<file path="src/cbd_pkg.sv">
// ----------------------------------------------------------------------------
// cbd_pkg
// shared constants, codes and types of the cpu bus decoder with sprite dma
// ----------------------------------------------------------------------------
package cbd_pkg;

  // default sizes
  localparam int RAM_BYTES_DEF    = 2048;
  localparam int SPRITE_BYTES_DEF = 256;
  localparam int PAGE_SHIFT       = 8;   // source page is 256 bytes

  // item kinds
  localparam logic [1:0] ACT_TICK  = 2'd0;
  localparam logic [1:0] ACT_READ  = 2'd1;
  localparam logic [1:0] ACT_WRITE = 2'd2;

  // decode targets
  localparam logic [2:0] TGT_CART = 3'd0;
  localparam logic [2:0] TGT_RAM  = 3'd1;
  localparam logic [2:0] TGT_PIC  = 3'd2;
  localparam logic [2:0] TGT_DMA  = 3'd3;
  localparam logic [2:0] TGT_PAD1 = 3'd4;
  localparam logic [2:0] TGT_PAD2 = 3'd5;
  localparam logic [2:0] TGT_SND  = 3'd6;
  localparam logic [2:0] TGT_NONE = 3'd7;

  // dma phases
  localparam logic [1:0] PH_IDLE  = 2'd0;
  localparam logic [1:0] PH_SCHED = 2'd1;
  localparam logic [1:0] PH_DUMMY = 2'd2;
  localparam logic [1:0] PH_XFER  = 2'd3;

  // address map
  localparam logic [15:0] ADDR_RAM_END  = 16'h1FFF;
  localparam logic [15:0] ADDR_PIC_END  = 16'h3FFF;
  localparam logic [15:0] ADDR_SND_END  = 16'h4013;
  localparam logic [15:0] ADDR_TRIG     = 16'h4014;
  localparam logic [15:0] ADDR_SND_STAT = 16'h4015;
  localparam logic [15:0] ADDR_PAD1     = 16'h4016;
  localparam logic [15:0] ADDR_PAD2     = 16'h4017;

  typedef struct packed {
    logic [2:0] target;
    logic [4:0] reg_index;
    logic       ram_hit;
    logic       rd_cart;
    logic       rd_periph;
    logic       trig;
  } dec_t;

  typedef struct packed {
    logic       cpu_enable;
    logic       sprite_write;
    logic [7:0] sprite_addr;
    logic       latch_ld;
    logic       busy;
  } dma_ctl_t;

  typedef struct packed {
    logic [7:0] read_data;
    logic [2:0] target;
    logic [4:0] reg_index;
    logic       cpu_enable;
    logic       sprite_write;
    logic [7:0] sprite_addr;
    logic [7:0] sprite_data;
    logic       dma_busy;
  } res_t;

endpackage

</file>
<file path="src/cbd_decode.sv">
// ----------------------------------------------------------------------------
// cbd_decode
// priority address decode of one cpu read or write
// ----------------------------------------------------------------------------
module cbd_decode (
  input  logic [1:0]    action,
  input  logic [15:0]   address,
  input  logic          cart_claims,
  output cbd_pkg::dec_t dec
);
  import cbd_pkg::*;

  logic is_rd;
  logic is_wr;

  assign is_rd = (action == ACT_READ);
  assign is_wr = (action == ACT_WRITE);

  always_comb begin
    dec = '0;
    dec.target = TGT_NONE;
    if (is_rd || is_wr) begin
      priority if (cart_claims) begin
        dec.target  = TGT_CART;
        dec.rd_cart = 1'b1;
      end else if (address <= ADDR_RAM_END) begin
        dec.target  = TGT_RAM;
        dec.ram_hit = 1'b1;
      end else if (address <= ADDR_PIC_END) begin
        dec.target    = TGT_PIC;
        dec.reg_index = {2'b00, address[2:0]};
        dec.rd_periph = 1'b1;
      end else if (is_wr && address == ADDR_TRIG) begin
        dec.target = TGT_DMA;
        dec.trig   = 1'b1;
      end else if (address == ADDR_PAD1) begin
        dec.target    = TGT_PAD1;
        dec.rd_periph = 1'b1;
      end else if (address == ADDR_PAD2) begin
        dec.target    = TGT_PAD2;
        dec.rd_periph = 1'b1;
      end else if (address <= ADDR_SND_END || address == ADDR_SND_STAT) begin
        // only the status register answers reads
        dec.target    = TGT_SND;
        dec.reg_index = address[4:0];
        dec.rd_periph = (address == ADDR_SND_STAT);
      end else begin
        dec.target = TGT_NONE;
      end
    end
  end

endmodule

</file>
<file path="config.mk">
export PLATFORM = sky130hd
export DESIGN_NAME = cbd_decode
export DESIGN_NICKNAME = d
export VERILOG_FILES = /design/src/cbd_pkg.sv /design/src/cbd_decode.sv
export SDC_FILE = /design/constraint.sdc
export NUM_CORES = 1
export LEC_CHECK = 0
export ABC_AREA = 1
export BUFFER_PORTS_ARGS = -buffer_cell sky130_fd_sc_hd__buf_2
export CORE_AREA = 2 2 39 41
export DETAILED_ROUTE_END_ITERATION = 10
export DIE_AREA = 0 0 41 43
export PLACE_DENSITY = 0.67
export SLEW_MARGIN = 20
export SYNTH_ARGS = -nofsm -noshare
export SYNTH_HDL_FRONTEND = slang
export SYNTH_SLANG_ARGS = --single-unit
</file>
<file path="constraint.sdc">
create_clock -name vclk -period 1.55
set_input_delay 0.2325 -clock vclk [all_inputs]
set_output_delay 0.2325 -clock vclk [all_outputs]
set_load 0.1 [all_outputs]
</file>
## Word-level counts from Yosys, hierarchy flattened

Index checks and enable logic that the tools add are counted.

| storage, ports and cells | value |
|---|---|
| output and inout port bits | 12 |
| flip-flop bits (word level) | 0 |
| logic and storage cells | 37 |
| input port bits | 19 |

| cells by class | value |
|---|---|
| equality and inequality tests | 6 |
| $lt $le $gt $ge | 3 |
| muxes and demuxes | 25 |
| reductions and logical operators | 3 |

Operators with widths:

| cell | count |
|---|---|
| $eq A16 B15 Y1 const B | 4 |
| $mux W5 | 5 |
| $le A16 B13 Y1 const B | 1 |
| $le A16 B14 Y1 const B | 1 |
| $le A16 B15 Y1 const B | 1 |
| $mux W12 | 1 |
| $mux W1 | 10 |
| $mux W3 | 3 |
| $mux W2 | 4 |
| $mux W8 | 1 |
| $mux W6 | 1 |
| $eq A2 B1 Y1 const B | 1 |
| $eq A2 B2 Y1 const B | 1 |
| $logic_or A1 B1 Y1 | 2 |
| $logic_and A1 B1 Y1 | 1 |

## Depth between registers and ports, before layout

Gate-level depths: netlist of the first run.

| depth | value |
|---|---|
| depth in word-level cells | 10 |
| mapped depth | 9 |
| depth with buffers taken out | 9 |

## Worst setup path before layout of the first run

No wires, ideal clock.

| timing | value |
|---|---|
| path type | input-to-output |
| from | input port action[0] |
| to | output port dec[9] (netlist bit) |
| stages on the path | 4 |
| path buffers | 0 |
| setup slack | -1544 ps |
| data required time | 1317 ps |
| arrival time | 2862 ps |
| path through | inv_1 ha_1 nor2_1 a21oi_1 |

RTL lines:

| element | line | RTL |
|---|---|---|
| from (decl) | cbd_decode.sv:6 | `input logic [1:0] action,` |
| to (decl) | cbd_decode.sv:9 | `output cbd_pkg::dec_t dec` |

==> key figures, run 1 <==
Synthesis
  – Ys Warns: 0
  – Post-Synth Simple-Gate Area: 77.5%
  – Post-synth top cells: nor2_1 (21), nand2_1 (17), inv_1 (14)
  – Post-synthesis cell type count: 19
  – Cells after Synth: 84
  – Largest family of logic cells by synthesized area: simple AND/OR/NAND/NOR gates
  – Cell taking the most area after synthesis: nor2_1
  – Count leader, synth: nor2_1
  – Post-synthesis sequential area ratio: 0%
  – Synth Area in Compound Gates: 5.35%
  – Avg Synthesized Cell Area: 5.29 µm²
  – Post-synthesis mux area share: 0%
  – Post-synthesis xor/xnor area fraction: 0%
  – Synth top area share: 17.7%
  – Dominant cells by area after synthesis: nor2_1 (18%), nand2_1 (14%), inv_1 (12%)
  – Post-Syn Area: 444 µm²
  – Syn Nets: 104
  – Synth Area in Adders: 2.82%

Clock network
  – CTS hold repair buffers: 0

Detailed routing
  – Drt first pass iters: 4
  – Top Metal Used: met4
  – Routed WL per cell: 18.9 µm
  – Antenna Nets Post-Route: 0
  – Routed vias: 825
  – Final wirelength: 2720 µm
  – Met3 Wirelength: 197 µm
  – # DRC: 0
  – 1st-iter DRT viols: 28
  – WL met1: 889 µm
  – Routed wl met2: 1480 µm
  – Vias per cell: 5.73

Global routing
  – Total GRT Usage: 23.3%
  – First-pass GRT wire length: 2970 µm
  – Grt ovf: 0
  – Vias in the first global route: 680
  – Largest net degree at the start of global routing: 7
  – Initial antenna violation count: 0

Timing
  – Fin. max-slew vios: 0
  – Hold Vio Cnt, Final: 0
  – Final setup vio count: 8
  – Final Cycle Share: 109%
  – Unrepaired setup endpoints after global routing: yes
  – Fin worst setup slack: -0.137 ns
  – Worst slew pin tran: 0.323 ns
  – Achievable Freq: 593 MHz
  – Min Tclk post-route: 1.69 ns
  – Slew Limit Headroom: 78.4%
  – Worst hold slack: 0.847 ns

Cells and area
  – Fin cells: 144
  – Ant. Diodes: 0
  – Storage cell area: 0 µm²
  – Cell area after layout: 0.00128 mm²
  – Layout cells sized above 1: 81.3%
  – Layout clock buffers: 0
  – Nets: 150
  – Seq_cells: 0
  – Area Growth Syn to Fin: 187%

Worst setup path
  – Crit end category: primary output
  – Crit path DAT: 1.45 ns
  – Critical path startpoint category: primary input
  – Worst Path Max Fanout: 6
  – CP required: 1.32 ns
  – Critical path class: primary input to primary output

Power and ir drop
  – NetSw: 0.249 mW
  – Final Power: 0.409 mW
  – Sw Share: 60.9%
  – P per Cell Area: 320 mW/mm²
  – Leakage power: 0.589 nW
  – Internal power: 0.160 mW
  – Peak VDD IR: 0.000299 V
  – Combinational fraction of design power: 100.0%
  – Clock power share: 0%
  – Flop pwr share: 0%

Floorplan
  – # rows: 14
  – Full die area: 0.00176 mm²
  – Starting Density: 32.1%
  – # IOs: 31
  – Die extent in x: 41 µm
  – Height of the die: 43 µm
  – Core area: 0.00138 mm²

Placement
  – Dpl cell area: 967 µm²
  – Post-place setup slack: -0.0744 ns
  – GPL Wtd Cong: 0.882
  – # placed instances: 138
  – HPWL after detailed placement: 1280 µm
  – Input/output buffers: 31

Run status
  – Outcome: finished with violations
  – Failing checks: setup timing

Run
  – # Max-Cap Violations: 0

Min path
  – Min-delay worst type: primary input to primary output
-- cells by family after synthesis --
group                    count (synthesis)
AND/OR/NAND/NOR                         62
adder cells (fa/ha/maj)                  1
buffers and inverters                   17
AO/OA/AOI/OAI                            4
-- cell usage in the layout (no fill, tap or decap), drive strengths merged --
master	count
buf	44
nor2	25
nand2	22
inv	17
nand3	9
nor3	4
a21oi	2
nand4	1
o21ai	1
nor3b	1
o2111ai	1
ha	1
-- stage by stage --
step / utilization, % / setup TNS, ns
after global placement: 69.9 / -0.268
after CTS: 78.5 / -0.0138
after detailed placement: 69.9 / -0.356
final: 92.2 / -0.554
after floorplan: - / -1.10
after global routing: 92.2 / -1.02
-- critical path, stage by stage --
cell,delay [ns]
buf_6,0.11
nor2_4,0.14
nand2_4,0.09
nor2_8,0.17
nand3_4,0.10
nand2_4,0.11
inv_6,0.05
nor3_4,0.23
buf_12,0.21
-- power groups by stage --
stage          Combinational (mW)  Clock, mW  Sequential, mW
6_report                    0.409          0               0
5_1_grt                     0.423          0               0
4_1_cts                     0.343          0               0
3_5_place_dp                0.310          0               0
3_3_place_gp                0.306          0               0
2_1_floorplan               0.196          0               0
-- what timing repair did --
| item | 4_1_cts | 5_1_grt |
|---|---|---|
| buffers inserted | 2 | 4 |
| gates resized for setup | 28 | 42 |
| pin swaps | 14 | 24 |
| setup endpoints to repair | 7 | 10 |
-- path summary, 6_finish.rpt --
kind	to	slack, ns	from	cells past startpoint
max	dec[4]	-0.14	address[12]	9
min	dec[10]	0.85	cart_claims	3
-- per-layer routing --
| metal | GRT usage (%) | up-vias |
|---|---|---|
| met5 | 0 | - |
| met4 | 2.00 | 0 |
| met3 | 3.66 | 18 |
| met2 | 43.8 | 55 |
| met1 | 26.3 | 399 |
| li1 | - | 353 |
-- cell type report --
| type | instances | area, µm² |
|---|---|---|
| Tap cell | 16 | 20.0 |
| Timing Repair Buffer | 44 | 534 |
| Fill cell | 51 | 108 |
| Multi-Input combinational cell | 67 | 638 |
| Inverter | 17 | 83.8 |
Power figures use the tool's default switching activity.
==> run 2: changes to the inputs <==
--- a/config.mk
+++ b/config.mk
@@ -11,6 +11,7 @@
 export DETAILED_ROUTE_END_ITERATION = 10
 export DIE_AREA = 0 0 41 43
 export PLACE_DENSITY = 0.67
+export SETUP_SLACK_MARGIN = 0.02
 export SLEW_MARGIN = 20
 export SYNTH_ARGS = -nofsm -noshare
 export SYNTH_HDL_FRONTEND = slang
==> key figures, run 2 (synthesis gave the netlist of run 1 again) <==
Global routing
  – Total GRT Usage: 23.5% (was 23.3%)
  – Initial antenna violation count: 0 (unchanged)
  – Vias in the first global route: 681 (was 680)
  – First-pass GRT wire length: 2990 µm (was 2970 µm)
  – Grt ovf: 0 (unchanged)
  – Largest net degree at the start of global routing: 7 (unchanged)

Power and ir drop
  – Clock power share: 0% (about the same)
  – P per Cell Area: 310 mW/mm² (was 320 mW/mm²)
  – NetSw: 0.235 mW (was 0.249 mW)
  – Internal power: 0.156 mW (was 0.160 mW)
  – Peak VDD IR: 0.000385 V (was 0.000299 V)
  – Leakage power: 0.584 nW (was 0.589 nW)
  – Sw Share: 60.0% (was 60.9%)
  – Flop pwr share: 0% (about the same)
  – Combinational fraction of design power: 100.0% (about the same)

Placement
  – HPWL after detailed placement: 1280 µm (unchanged)
  – Input/output buffers: 31 (unchanged)
  – GPL Wtd Cong: 0.882 (about the same)
  – Dpl cell area: 967 µm² (unchanged)

Timing
  – Achievable Freq: 632 MHz (was 593 MHz)
  – Hold Vio Cnt, Final: 0 (unchanged)
  – Fin worst setup slack: -0.0325 ns (was -0.137 ns)
  – Worst slew pin tran: 0.327 ns (was 0.323 ns)
  – Final Cycle Share: 102% (was 109%)
  – Worst hold slack: 0.841 ns (was 0.847 ns)
  – Min Tclk post-route: 1.58 ns (was 1.69 ns)
  – Fin. max-slew vios: 0 (unchanged)
  – Final setup vio count: 4 (was 8)
  – Slew Limit Headroom: 78.2% (was 78.4%)
  – Unrepaired setup endpoints after global routing: yes (unchanged)

Run status
  – Outcome: finished with violations (unchanged)
  – Failing checks: setup timing (unchanged)

Cells and area
  – Most frequent cells in the layout: buf_4 (14), nor2_4 (13), buf_6 (12) (was buf_4 (15), nor2_4 (14), buf_6 (13))
  – Layout clock buffers: 0 (unchanged)
  – Area Growth Syn to Fin: 185% (was 187%)
  – Nets: 149 (was 150)
  – Layout cells sized above 1: 80.3% (was 81.3%)
  – Cell area after layout: 0.00126 mm² (was 0.00128 mm²)
  – Storage cell area: 0 µm² (unchanged)
  – Commonest non-fill, non-tap cell in the layout: buf_4 (unchanged)
  – Final core occ: 91.3% (was 92.2%)
  – Ant. Diodes: 0 (unchanged)
  – Seq_cells: 0 (unchanged)

Detailed routing
  – Routed vias: 721 (was 825)
  – Vias per cell: 5.04 (was 5.73)
  – 1st-iter DRT viols: 11 (was 28)
  – Routed WL per cell: 15.2 µm (was 18.9 µm)
  – # DRC: 0 (unchanged)
  – Final wirelength: 2170 µm (was 2720 µm)
  – Antenna Nets Post-Route: 0 (unchanged)
  – Drt first pass iters: 4 (unchanged)

Floorplan
  – Core area: 0.00138 mm² (unchanged)
  – Starting Density: 32.1% (unchanged)
  – # IOs: 31 (unchanged)
  – # rows: 14 (unchanged)
  – Height of the die: 43 µm (unchanged)
  – Full die area: 0.00176 mm² (unchanged)
  – Die extent in x: 41 µm (unchanged)

Worst setup path
  – Crit end category: primary output (unchanged)
  – Critical path class: primary input to primary output (unchanged)
  – Critical path startpoint category: primary input (unchanged)
  – Worst Path Max Fanout: 4 (was 6)
  – Crit path DAT: 1.35 ns (was 1.45 ns)
  – CP required: 1.32 ns (about the same)

Min path
  – Min-delay worst type: primary input to primary output (unchanged)
  – Worst Hold Launch: cart_claims (unchanged)
  – Min-Delay Endpoint: dec[10] (unchanged)
  – Hold path depth: 3 (unchanged)

Run
  – # Max-Cap Violations: 0 (unchanged)

Clock network
  – CTS hold repair buffers: 0 (unchanged)
## run 2: final cells by class
class                      count  area [µm²]
multi-input combinational     67         627
fill                          53         120
inverter                      17        86.3
timing repair buffer          43         531
tap                           16        20.0
## run 2: layer usage
| metal | share of wire [%] | global-route usage (%) | vias up |
|---|---|---|---|
| li1 | - | - | 345 |
| met3 | 3.4 | 3.66 | 4 |
| met2 | 58 | 43.8 | 22 |
| met5 | 0 | 0 | - |
| met4 | 1.4 | 2.00 | 0 |
| met1 | 37 | 27.0 | 350 |
## run 2: how the worst max path moves through the flow
stage / cells after the start / slack, ns / endpoint / from
final: 9 / -0.03 / dec[4] / address[5]
after global routing: 8 / -0.12 / dec[4] / action[1]
after CTS: 9 / -0.01 / dec[4] / address[9]
after detailed placement: 10 / -0.07 / dec[4] / address[14]
after global placement: 10 / -0.07 / dec[5] / address[14]
after floorplan: 6 / -0.25 / dec[4] / action[1]
## run 2: worst max-delay path, stage by stage
cell and delay, ns:
buf_6 0.10, nor2_4 0.10, nand2_2 0.07, nor2_4 0.18, nand3_4 0.11, nand2_4 0.09, inv_6 0.05, nor3_4 0.20
buf_12 0.20
## run 2: metrics by stage
stage                     power, mW  TNS [ns]  instances  setup WS, ns
after CTS                     0.346   -0.0138        140       -0.0138
after global placement        0.306    -0.268        138       -0.0695
after detailed placement      0.310    -0.356        138       -0.0744
after global routing          0.412    -0.563        143        -0.122
final                         0.391    -0.101        143       -0.0325
after floorplan               0.196     -1.10         84        -0.248
## run 2: power by group through the flow
stage | sequential, mW | clock (mW) | combinational (mW)
detailed placement | 0 | 0 | 0.310
finish | 0 | 0 | 0.391
CTS | 0 | 0 | 0.346
global route | 0 | 0 | 0.412
floorplan | 0 | 0 | 0.196
global placement | 0 | 0 | 0.306
## run 2: repair_timing
item                       4_1_cts  5_1_grt
resized for setup               30       39
hold endpoints to repair         0        0
setup buffers                    2        3
pin swaps                       14       22
setup endpoints to repair        8       10
