$ cat src/cbd_pkg.sv
// ----------------------------------------------------------------------------
// cbd_pkg
// shared constants, codes and types of the cpu bus decoder with sprite dma
// ----------------------------------------------------------------------------
package cbd_pkg;

  // default sizes
  localparam int RAM_BYTES_DEF    = 2048;
  localparam int SPRITE_BYTES_DEF = 256;
  localparam int PAGE_SHIFT       = 8;   // source page is 256 bytes

  // item kinds
  localparam logic [1:0] ACT_TICK  = 2'd0;
  localparam logic [1:0] ACT_READ  = 2'd1;
  localparam logic [1:0] ACT_WRITE = 2'd2;

  // decode targets
  localparam logic [2:0] TGT_CART = 3'd0;
  localparam logic [2:0] TGT_RAM  = 3'd1;
  localparam logic [2:0] TGT_PIC  = 3'd2;
  localparam logic [2:0] TGT_DMA  = 3'd3;
  localparam logic [2:0] TGT_PAD1 = 3'd4;
  localparam logic [2:0] TGT_PAD2 = 3'd5;
  localparam logic [2:0] TGT_SND  = 3'd6;
  localparam logic [2:0] TGT_NONE = 3'd7;

  // dma phases
  localparam logic [1:0] PH_IDLE  = 2'd0;
  localparam logic [1:0] PH_SCHED = 2'd1;
  localparam logic [1:0] PH_DUMMY = 2'd2;
  localparam logic [1:0] PH_XFER  = 2'd3;

  // address map
  localparam logic [15:0] ADDR_RAM_END  = 16'h1FFF;
  localparam logic [15:0] ADDR_PIC_END  = 16'h3FFF;
  localparam logic [15:0] ADDR_SND_END  = 16'h4013;
  localparam logic [15:0] ADDR_TRIG     = 16'h4014;
  localparam logic [15:0] ADDR_SND_STAT = 16'h4015;
  localparam logic [15:0] ADDR_PAD1     = 16'h4016;
  localparam logic [15:0] ADDR_PAD2     = 16'h4017;

  typedef struct packed {
    logic [2:0] target;
    logic [4:0] reg_index;
    logic       ram_hit;
    logic       rd_cart;
    logic       rd_periph;
    logic       trig;
  } dec_t;

  typedef struct packed {
    logic       cpu_enable;
    logic       sprite_write;
    logic [7:0] sprite_addr;
    logic       latch_ld;
    logic       busy;
  } dma_ctl_t;

  typedef struct packed {
    logic [7:0] read_data;
    logic [2:0] target;
    logic [4:0] reg_index;
    logic       cpu_enable;
    logic       sprite_write;
    logic [7:0] sprite_addr;
    logic [7:0] sprite_data;
    logic       dma_busy;
  } res_t;

endpackage

$ cat src/cbd_dma.sv
// ----------------------------------------------------------------------------
// cbd_dma
// sprite copy sequencer: phase, source, destination and cycle parity
// ----------------------------------------------------------------------------
module cbd_dma #(
  parameter int RAM_BYTES    = cbd_pkg::RAM_BYTES_DEF,
  parameter int SPRITE_BYTES = cbd_pkg::SPRITE_BYTES_DEF
) (
  input  logic                         clk,
  input  logic                         rst_n,
  input  logic                         tick_go,
  input  logic                         trig_go,
  input  logic [7:0]                   page,
  output cbd_pkg::dma_ctl_t            ctl,
  output logic [$clog2(RAM_BYTES)-1:0] rd_addr
);
  import cbd_pkg::*;

  localparam int AW = $clog2(RAM_BYTES);

  logic [1:0]      phase_r, phase_nxt, phase_eff;
  logic [AW-1:0]   src_r, src_nxt;
  logic [8:0]      dest_r, dest_nxt, dest_inc;
  logic            odd_r, odd_nxt;
  logic [AW+7:0]   page_base;

  assign page_base = {{AW{1'b0}}, page} << PAGE_SHIFT;
  assign dest_inc  = dest_r + 9'd1;

  always_comb begin
    unique case (phase_r)
      PH_SCHED: phase_eff = odd_r ? PH_DUMMY : PH_XFER;
      PH_DUMMY: phase_eff = PH_XFER;
      default:  phase_eff = phase_r;
    endcase
  end

  always_comb begin
    phase_nxt = phase_r;
    src_nxt   = src_r;
    dest_nxt  = dest_r;
    odd_nxt   = odd_r;
    ctl       = '0;
    if (tick_go) begin
      odd_nxt        = ~odd_r;
      ctl.cpu_enable = (phase_r == PH_IDLE);
      phase_nxt      = phase_eff;
      if (phase_eff == PH_XFER) begin
        if (odd_r) begin
          ctl.sprite_write = 1'b1;
          ctl.sprite_addr  = dest_r[7:0];
          dest_nxt         = dest_inc;
          if (dest_inc >= 9'(SPRITE_BYTES)) begin
            phase_nxt = PH_IDLE;
          end
        end else begin
          ctl.latch_ld = 1'b1;
          src_nxt      = src_r + 1'b1;
        end
      end
    end else if (trig_go) begin
      // a new trigger restarts the copy
      phase_nxt = PH_SCHED;
      src_nxt   = page_base[AW-1:0];
      dest_nxt  = '0;
    end
    ctl.busy = (phase_nxt != PH_IDLE);
  end

  always_ff @(posedge clk) begin
    if (!rst_n) begin
      phase_r <= PH_IDLE;
      src_r   <= '0;
      dest_r  <= '0;
      odd_r   <= 1'b0;
    end else begin
      phase_r <= phase_nxt;
      src_r   <= src_nxt;
      dest_r  <= dest_nxt;
      odd_r   <= odd_nxt;
    end
  end

  assign rd_addr = src_r;

endmodule

$ cat config.mk
export PLATFORM = sky130hd
export DESIGN_NAME = cbd_dma
export DESIGN_NICKNAME = d
export VERILOG_FILES = /design/src/cbd_pkg.sv /design/src/cbd_dma.sv
export SDC_FILE = /design/constraint.sdc
export NUM_CORES = 1
export LEC_CHECK = 0
export ABC_AREA = 1
export BUFFER_PORTS_ARGS = -buffer_cell sky130_fd_sc_hd__buf_4
export CAP_MARGIN = 0
export CORE_MARGIN = 4
export CORE_UTILIZATION = 40
export CTS_CLUSTER_SIZE = 25
export DETAILED_ROUTE_END_ITERATION = 12
export GPL_TIMING_DRIVEN = 0
export SLEW_MARGIN = 20
export SYNTH_ARGS = -nofsm -noshare
export SYNTH_HDL_FRONTEND = slang
export SYNTH_SLANG_ARGS = --single-unit
$ cat constraint.sdc
create_clock -name clk -period 1.8 [get_ports clk]
set_clock_uncertainty 0.1 [all_clocks]
set_input_delay 0 -clock clk [delete_from_list [all_inputs] [get_ports clk]]
set_output_delay 0 -clock clk [all_outputs]
set_load 0.02 [all_outputs]
---- Yosys cells after proc, flatten, opt, wreduce, memory -nomap -nowiden ----
Cells that the tools add are included.
operators by class
  add/sub/neg operators ................... 2
  reductions and logical operators ........ 5
  bitwise logic cells ..................... 1
  eq/ne operators ......................... 6
  order comparisons ....................... 1
  muxes and demuxes ....................... 19
operators by type and width
  cell                                                    number
  two-way mux 11 bit                                      5
  two-way mux 9 bit                                       5
  adder 11 x 1 -> 11 bit (second input constant)          1
  two-way mux 10 bit                                      1
  two-way mux 2 bit                                       5
  adder 9 x 1 -> 9 bit (second input constant)            1
  >= comparator 9 bit (second input constant)             1
  AND reduction 3 bit                                     2
  equality test 2 bit (second input constant)             2
  inequality test 2 x 1 -> 1 bit (second input constant)  2
  one-hot mux 2 bit (2 select lines)                      1
  nonzero test 2 bit                                      2
  equality test 2 x 1 -> 1 bit (second input constant)    1
  zero test 2 bit                                         1
  two-way mux 1 bit                                       2
  inequality test 2 bit (second input constant)           1
  inverter 1 bit                                          1
storage, ports and cells
  output and inout port bits .............. 23
  bits in registers ....................... 23
  input bits .............................. 12
  word-level logic and storage cells ...... 38

---- Longest topological paths before layout ----
Gate-level depths: netlist of the first run.
  depth after elaboration ................. 7
  depth in mapped cells ................... 11
  mapped depth without buffers ............ 11

---- Worst setup path after synthesis of the first run ----
No wires, ideal clock.
  path type ............................... register to register
  start point ............................. register phase_r[0]
  end point ............................... register src_r[10], in the netlist rd_addr[10]
  required time ........................... 1.584 ns
  arrival ................................. 1.435 ns
  slack ................................... 0.149 ns
  cell stages (with the launch flop) ...... 12
  buffers on the path ..................... 1
  setup time .............................. 0.116 ns
  period minus slack after synthesis ...... 1.651 ns
  cell sequence ........................... dfxtp_1 -> inv_1 -> ha_1 -> inv_1 -> nor2_1 -> nand2_1 -> nand3_2 -> nand2_4 -> nand2_4 -> buf_8 -> nor3_2 -> nor2_1
on the way
  longest elaborated chain between the ends .. 5
  elaborated cells on any way between the ends .. 6
  those cells by class .................... 4 x eq/ne; 1 x mux; 1 x reduce/logical
RTL lines
  element                                                                     line           text
  from (decl)                                                                 cbd_dma.sv:21  logic [1:0] phase_r, phase_nxt, phase_eff;
  from (signal assigned)                                                      cbd_dma.sv:77  phase_r <= phase_nxt;
  equality test 2 bit / equality test 2 x 1 -> 1 bit (equally long branches)  cbd_dma.sv:31  unique case (phase_r)
  one-hot mux 2 bit (2 select lines) *                                        cbd_dma.sv:31
  equality test 2 bit *                                                       cbd_dma.sv:48  if (phase_eff == PH_XFER) begin
  inequality test 2 x 1 -> 1 bit (no source line) *                           --
  AND reduction 3 bit (no source line) *                                      --
  to (signal assigned)                                                        cbd_dma.sv:78  src_r <= src_nxt;
  to (decl)                                                                   cbd_dma.sv:22  logic [AW-1:0] src_r, src_nxt;
Mark *: on every way between the ends. The rest lies on a longest branch, timed or not.
A chain may end at the register's enable or synchronous reset.

==> impl_metrics.yaml, run 1 <==
setup_path:
  cp-start-kind: "flip-flop"
  reg2reg_slack_ns: 0.08
  crit_family: "simple AND/OR/NAND/NOR gates"
  critPathSlowestCell: "dfxtp_2"
  critical_path_arrival_ns: 1.69
  cp_common_cell: "nand2_4"
  crit_end: "ctl[9]"
  required_ns: 1.70
  path_class: "flip-flop to output port"
  crit_buf_inv: 3
  regToRegEndpoint: "rd_addr[10]"
  cp_max_fo: 5
  cp-startpoint: "phase_r[1]"
  cp-end-kind: "output port"
  max_stage_delay_ns: 0.35
  rr_startpoint: "phase_r[0]"
  rr_worst_depth: 10
  worst-path-stages: 10
  crit_chain: "inv_2, ha_4, inv_4, nor2_2, nand2_2, nand2_4, nor2_4, nand2_4, nor2_1, buf_4"
power_and_ir_drop:
  p_leak_nw: 0.8496
  ir_worst_vdd_mv: 0.3437
  powerDensity_nw_per_um2: 584.0
  p_comb_share_pct: 27.9
  swShare_pct: 32.76
  clockPowerShare_pct: 27.2
  switchingPower_w: 0.0003950
  intPower_w: 0.0008106
  p_total_w: 0.001206
  p_seq_share_pct: 44.9
floorplanning:
  row_count: 22
  coreArea_um2: 3661
  fp.dieH_um: 69.57
  dieArea_um2: 4840
  io_pins: 35
  start_util_pct: 41.42
  die_x_um: 69.57
final_layout:
  multi_input_area_um2: 1045
  diodes: 0
  fin_util_pct: 56.39
  final_area_um2: 2064
  final_cell_mix: "nand2_1 (61), nor2_1 (33), buf_4 (23), inv_1 (21), dfxtp_1 (20)"
  fin_cells: 322
  nets: 292
  nFillCells: 376
  layout_commonest_cell: "nand2_1"
  seqCellArea_um2: 464.2
  drive_gt1_share_pct: 30.29
  syn2layout_area_growth_pct: 36.14
synth:
  synth-edff-count: 0
  synth_warnings: 0
  ys.flop_type: "dfxtp_1"
  synth_async_sr_flop_share_pct: 0
  synth-seq-cells: 23
  syn_area_per_cell_um2: 6.453
  ys_seq_area_share_pct: 30.36
  synth_cells: 235
  syn_area_um2: 1516
  synth_nets: 252
  synth.distinct_cells: 33
global_routing:
  grt-ovfl-total: 0
  antenna_found_initial: 0
  grt.total_usage_pct: 15.76
  grt_pass1_wl_um: 6320
  grt_max_degree: 14
  grt_pass1_vias: 1350
route:
  wl_um: 3827
  ant_nets: 0
  drtIter0Drc: 68
  vias_per_cell: 4.854
  wl_per_cell_um: 11.89
  drtPass1Iterations: 5
  drc_errors: 0
  num_vias: 1563
sta:
  finalHoldViolations: 0
  rsz0062_at_grt: "yes"
  setup_viol: 0
  fmax_ghz: 0.5578
  max_slew_margin_pct: 60.55
  worst_pin_slew_ns: 0.5918
  slew_violations: 0
  fin_crit_sh_pct: 99.59
  period_needed_ns: 1.793
clock_network:
  cts_sinks: 23
  cts_tree: "done"
  path_clk_slew_ns: 0.08
  cts_root_buf: "clkbuf_8"
  htreeDepth: 1
  clk_path_buf_depth: 2
  cts_inserted_buffers: 3
  clock_latency_ns: 0.27
hold_path:
  hold_path.class: "input port to flip-flop"
place:
  numPortBuffers: 28
  gp_congestion: 0.7758
  placed_cell_area_um2: 1787
  dpl.cell_count: 311
  dp_hpwl_um: 2691
status:
  status: "finished, final reports clean"
flow_run:
  maxCapViolCount: 0
-- cell type report --
type,count,area share [%]
inverter,29,5.576
clock buffer,3,2.000
tap,48,2.909
sequential,23,22.48
timing repair buffer,34,14.24
buffer,5,1.939
multi-input combinational,179,50.61
clock inverter,1,0.2424
-- timing repair --
item,4_1_cts,5_1_grt
endpoints found under the hold margin,5,0
hold buffers,2,0
pin swaps,4,6
setup buffers,4,0
resized for setup,16,34
gates cloned,1,0
setup endpoints to repair,14,27
-- sequential cells by signal (all words and copies together), names as in the netlist --
name / flops
odd_r: 1
dest_r: 9
rd_addr: 11
phase_r: 2
-- cells by family (layout without fill, tap and decap cells) --
| family | count (synthesis) | count (layout) | share of synthesized area [%] |
|---|---|---|---|
| AO/OA/AOI/OAI | 28 | 28 | 10.56 |
| XOR/XNOR | 5 | 5 | 2.888 |
| adder cells (fa/ha/maj) | 5 | 5 | 4.125 |
| buffers and inverters | 34 | 72 | 10.07 |
| flip-flops | 23 | 23 | 30.36 |
| AND/OR/NAND/NOR | 140 | 141 | 42.00 |
-- tightest hold or removal path, cell delays in order --
cell	delay, ns
buf_4	0.07
inv_1	0.03
nor2_1	0.10
nor3_2	0.06
nor2_1	0.08
-- power groups by stage --
stage / Sequential (W) / Combinational (W) / Clock [W]
2_1_floorplan: 0.000559 / 0.000173 / 0
3_5_place_dp: 0.000551 / 0.000262 / 0
4_1_cts: 0.000540 / 0.000311 / 0.000336
6_report: 0.000541 / 0.000337 / 0.000328
5_1_grt: 0.000543 / 0.000370 / 0.000352
3_3_place_gp: 0.000551 / 0.000263 / 0
-- synth_stat cells, types with 2 or more instances --
library cell   n  area share, %
o21ai_0        5            1.6
nand3_2        2            1.3
nand2_1       66             16
a21oi_1       18            5.9
nor2_1        42             10
dfxtp_1       23             30
ha_1           5            4.1
nand3b_1       2           0.99
xor2_1         5            2.9
nand3_1       10            3.3
buf_2          2           0.66
nand2_4        3            2.2
o21bai_1       2           0.99
nor3_1         4            1.3
inv_2          2           0.50
inv_1         24            5.9
nand4_1        4            1.6
-- worst min path at each step --
stage,slack (ns),depth (start not counted),startpoint,endpoint
after floorplan,0.02,2,rst_n,rd_addr[10]
after global placement,0.18,3,rst_n,rd_addr[8]
after detailed placement,0.17,3,rst_n,rd_addr[8]
after CTS,0.01,5,page[2],rd_addr[10]
after global routing,0.03,5,page[2],rd_addr[10]
final,0.006,5,page[2],rd_addr[10]
-- metrics by stage --
| stage | setup TNS, ns | hold WS, ns | worst slack (ns) |
|---|---|---|---|
| final | 0 | 0.005540 | 0.007393 |
| after global routing | -0.7332 | 0.03002 | -0.07573 |
| after CTS | 0 | 0.01113 | 0.002128 |
| after detailed placement | -0.02548 | 0.1734 | -0.01299 |
| after global placement | -0.01219 | 0.1756 | -0.008837 |
| after floorplan | 0 | 0.02040 | 0.1492 |
-- per-layer routing --
| layer | vias up | GRT usage, % | part of all wire (%) |
|---|---|---|---|
| li1 | 828 | - | - |
| met1 | 702 | 21.52 | 47 |
| met2 | 28 | 25.32 | 47 |
| met3 | 5 | 2.319 | 3.9 |
| met4 | 0 | 5.206 | 1.1 |
| met5 | - | 0 | 0 |
Power figures use the tool's default switching activity.
==> run 2: changes to the inputs <==
==> constraint.sdc (replaced) <==
create_clock -name clk -period 1.6 [get_ports clk]
set_clock_uncertainty 0.1 [all_clocks]
set_input_delay 0 -clock clk [delete_from_list [all_inputs] [get_ports clk]]
set_output_delay 0 -clock clk [all_outputs]
set_load 0.02 [all_outputs]
==> impl_metrics.yaml, run 2 (synthesis gave the netlist of run 1 again) <==
place:
  gp_congestion: 0.8053
  place_ws_ns: -0.1883
  numPortBuffers: 28
  dp_hpwl_um: 2680
  placed_cell_area_um2: 1794
global_routing:
  antenna_found_initial: 0
  grt_pass1_wl_um: 6789
  grt-ovfl-total: 0
  grt_pass1_vias: 1451
  grt_max_degree: 14
  grt.total_usage_pct: 16.97
final_layout:
  final_area_um2: 2250
  nets: 304
  drive_gt1_share_pct: 37.76
  final_cell_mix: "nand2_1 (56), nor2_1 (33), buf_4 (28), inv_1 (21), dfxtp_1 (20)"
  diodes: 0
  largest_reg_flops: 11
  syn2layout_area_growth_pct: 48.35
  layout_commonest_cell: "nand2_1"
setup_path:
  crit_buf_inv: 5
  required_ns: 1.69
  path_class: "flip-flop to flip-flop"
  crit_chain: "inv_4, ha_4, inv_4, nor2_4, nand2_2, buf_6, nand3_4, nand2_4, buf_12, buf_6, nand3_4, nand2_1, a21oi_1"
  crit_family: "buffers and inverters"
  critical_path_arrival_ns: 1.92
  cp-end-kind: "flip-flop"
  critPathSlowestCell: "dfxtp_2"
  cp-start-kind: "flip-flop"
  cp_max_fo: 5
  max_stage_delay_ns: 0.36
route:
  wl_um: 4154
  num_vias: 1620
  vias_per_cell: 4.850
  drc_errors: 0
  drtPass1Iterations: 4
  ant_nets: 0
  wl_per_cell_um: 12.44
  drtIter0Drc: 78
sta:
  finalHoldViolations: 0
  period_needed_ns: 1.828
  setup_viol: 31
  fmax_ghz: 0.5470
  fin_crit_sh_pct: 114.3
  setup_ws_ns: -0.2280
  rsz0062_at_grt: "yes"
  max_slew_margin_pct: 62.22
  setup-tns-final_ns: -5.326
  slew_violations: 0
  worst_hold_slack_ns: 0.001229
  worst_pin_slew_ns: 0.5667
clock_network:
  cts_root_buf: "clkbuf_8"
  htreeDepth: 1
  path_clk_slew_ns: 0.09
  clock_latency_ns: 0.27
  clk_path_buf_depth: 2
  cts_tree: "done"
  cts_inserted_buffers: 3
  cts_sinks: 23
power_and_ir_drop:
  p_leak_nw: 0.9356
  powerDensity_nw_per_um2: 658.0
  ir_worst_vdd_mv: 0.3511
status:
  failed_checks: "negative setup slack"
  status: "complete, but fails checks"
floorplanning:
  row_count: 22
  dieArea_um2: 4840
  coreArea_um2: 3661
  fp.dieH_um: 69.57
  io_pins: 35
  start_util_pct: 41.42
  die_x_um: 69.57
flow_run:
  maxCapViolCount: 0
hold_path:
  hold_path.class: "input port to flip-flop"
## run 2: layer usage
| layer | GRT usage, % | wire length (µm) |
|---|---|---|
| met5 | 0 | 0 |
| met4 | 4.555 | 38 |
| met3 | 2.754 | 158 |
| met2 | 26.06 | 1962 |
| met1 | 24.47 | 1994 |
## run 2: cell type report
class,count,area (µm²)
Fill cell,355,1411
Clock buffer,3,41.29
Inverter,29,121.4
Tap cell,48,60.06
Buffer,5,40.04
Sequential cell,23,464.2
Timing Repair Buffer,45,416.7
Clock inverter,1,5.005
Multi-Input combinational cell,180,1101
## run 2: power breakdown
part | internal, W | switching [W]
Sequential | 0.000591 | 0.0000181
Clock | 0.000174 | 0.000203
Combinational | 0.000224 | 0.000270
Total | 0.000989 | 0.000491
## run 2: repair_timing
action                                  4_1_cts  5_1_grt
resized for setup                            28       41
cloned                                        3        0
setup buffers                                13        2
hold buffers                                  2        0
endpoints found under the hold margin         5        0
endpoints found under the setup margin       31       33
pin swaps                                    22       24
## run 2: worst paths after layout
path / depth (start not counted) / slack (ns) / end / startpoint
min reg2reg: 2 / 0.40 / dest_r[8] / dest_r[8]
max: 13 / -0.23 / dest_r[1] / phase_r[0]
max reg2reg: 13 / -0.23 / dest_r[1] / phase_r[0]
min: 5 / 0.001 / rd_addr[10] / page[2]
## run 2: through the flow
| stage | power, W | instances | utilization (%) |
|---|---|---|---|
| finish | 0.001480 | 334 | 61.45 |
| global placement | 0.0009171 | 311 | 49.01 |
| global route | 0.001556 | 334 | 61.45 |
| CTS | 0.001457 | 333 | 57.96 |
| detailed placement | 0.0009179 | 311 | 49.01 |
| floorplan | 0.0008276 | 235 | - |
## run 2: tightest hold or removal path, delay by kind of cell
kind / cells / cell delay, ns
AND/OR/NAND/NOR: 3 / 0.22
buffers and inverters: 2 / 0.11
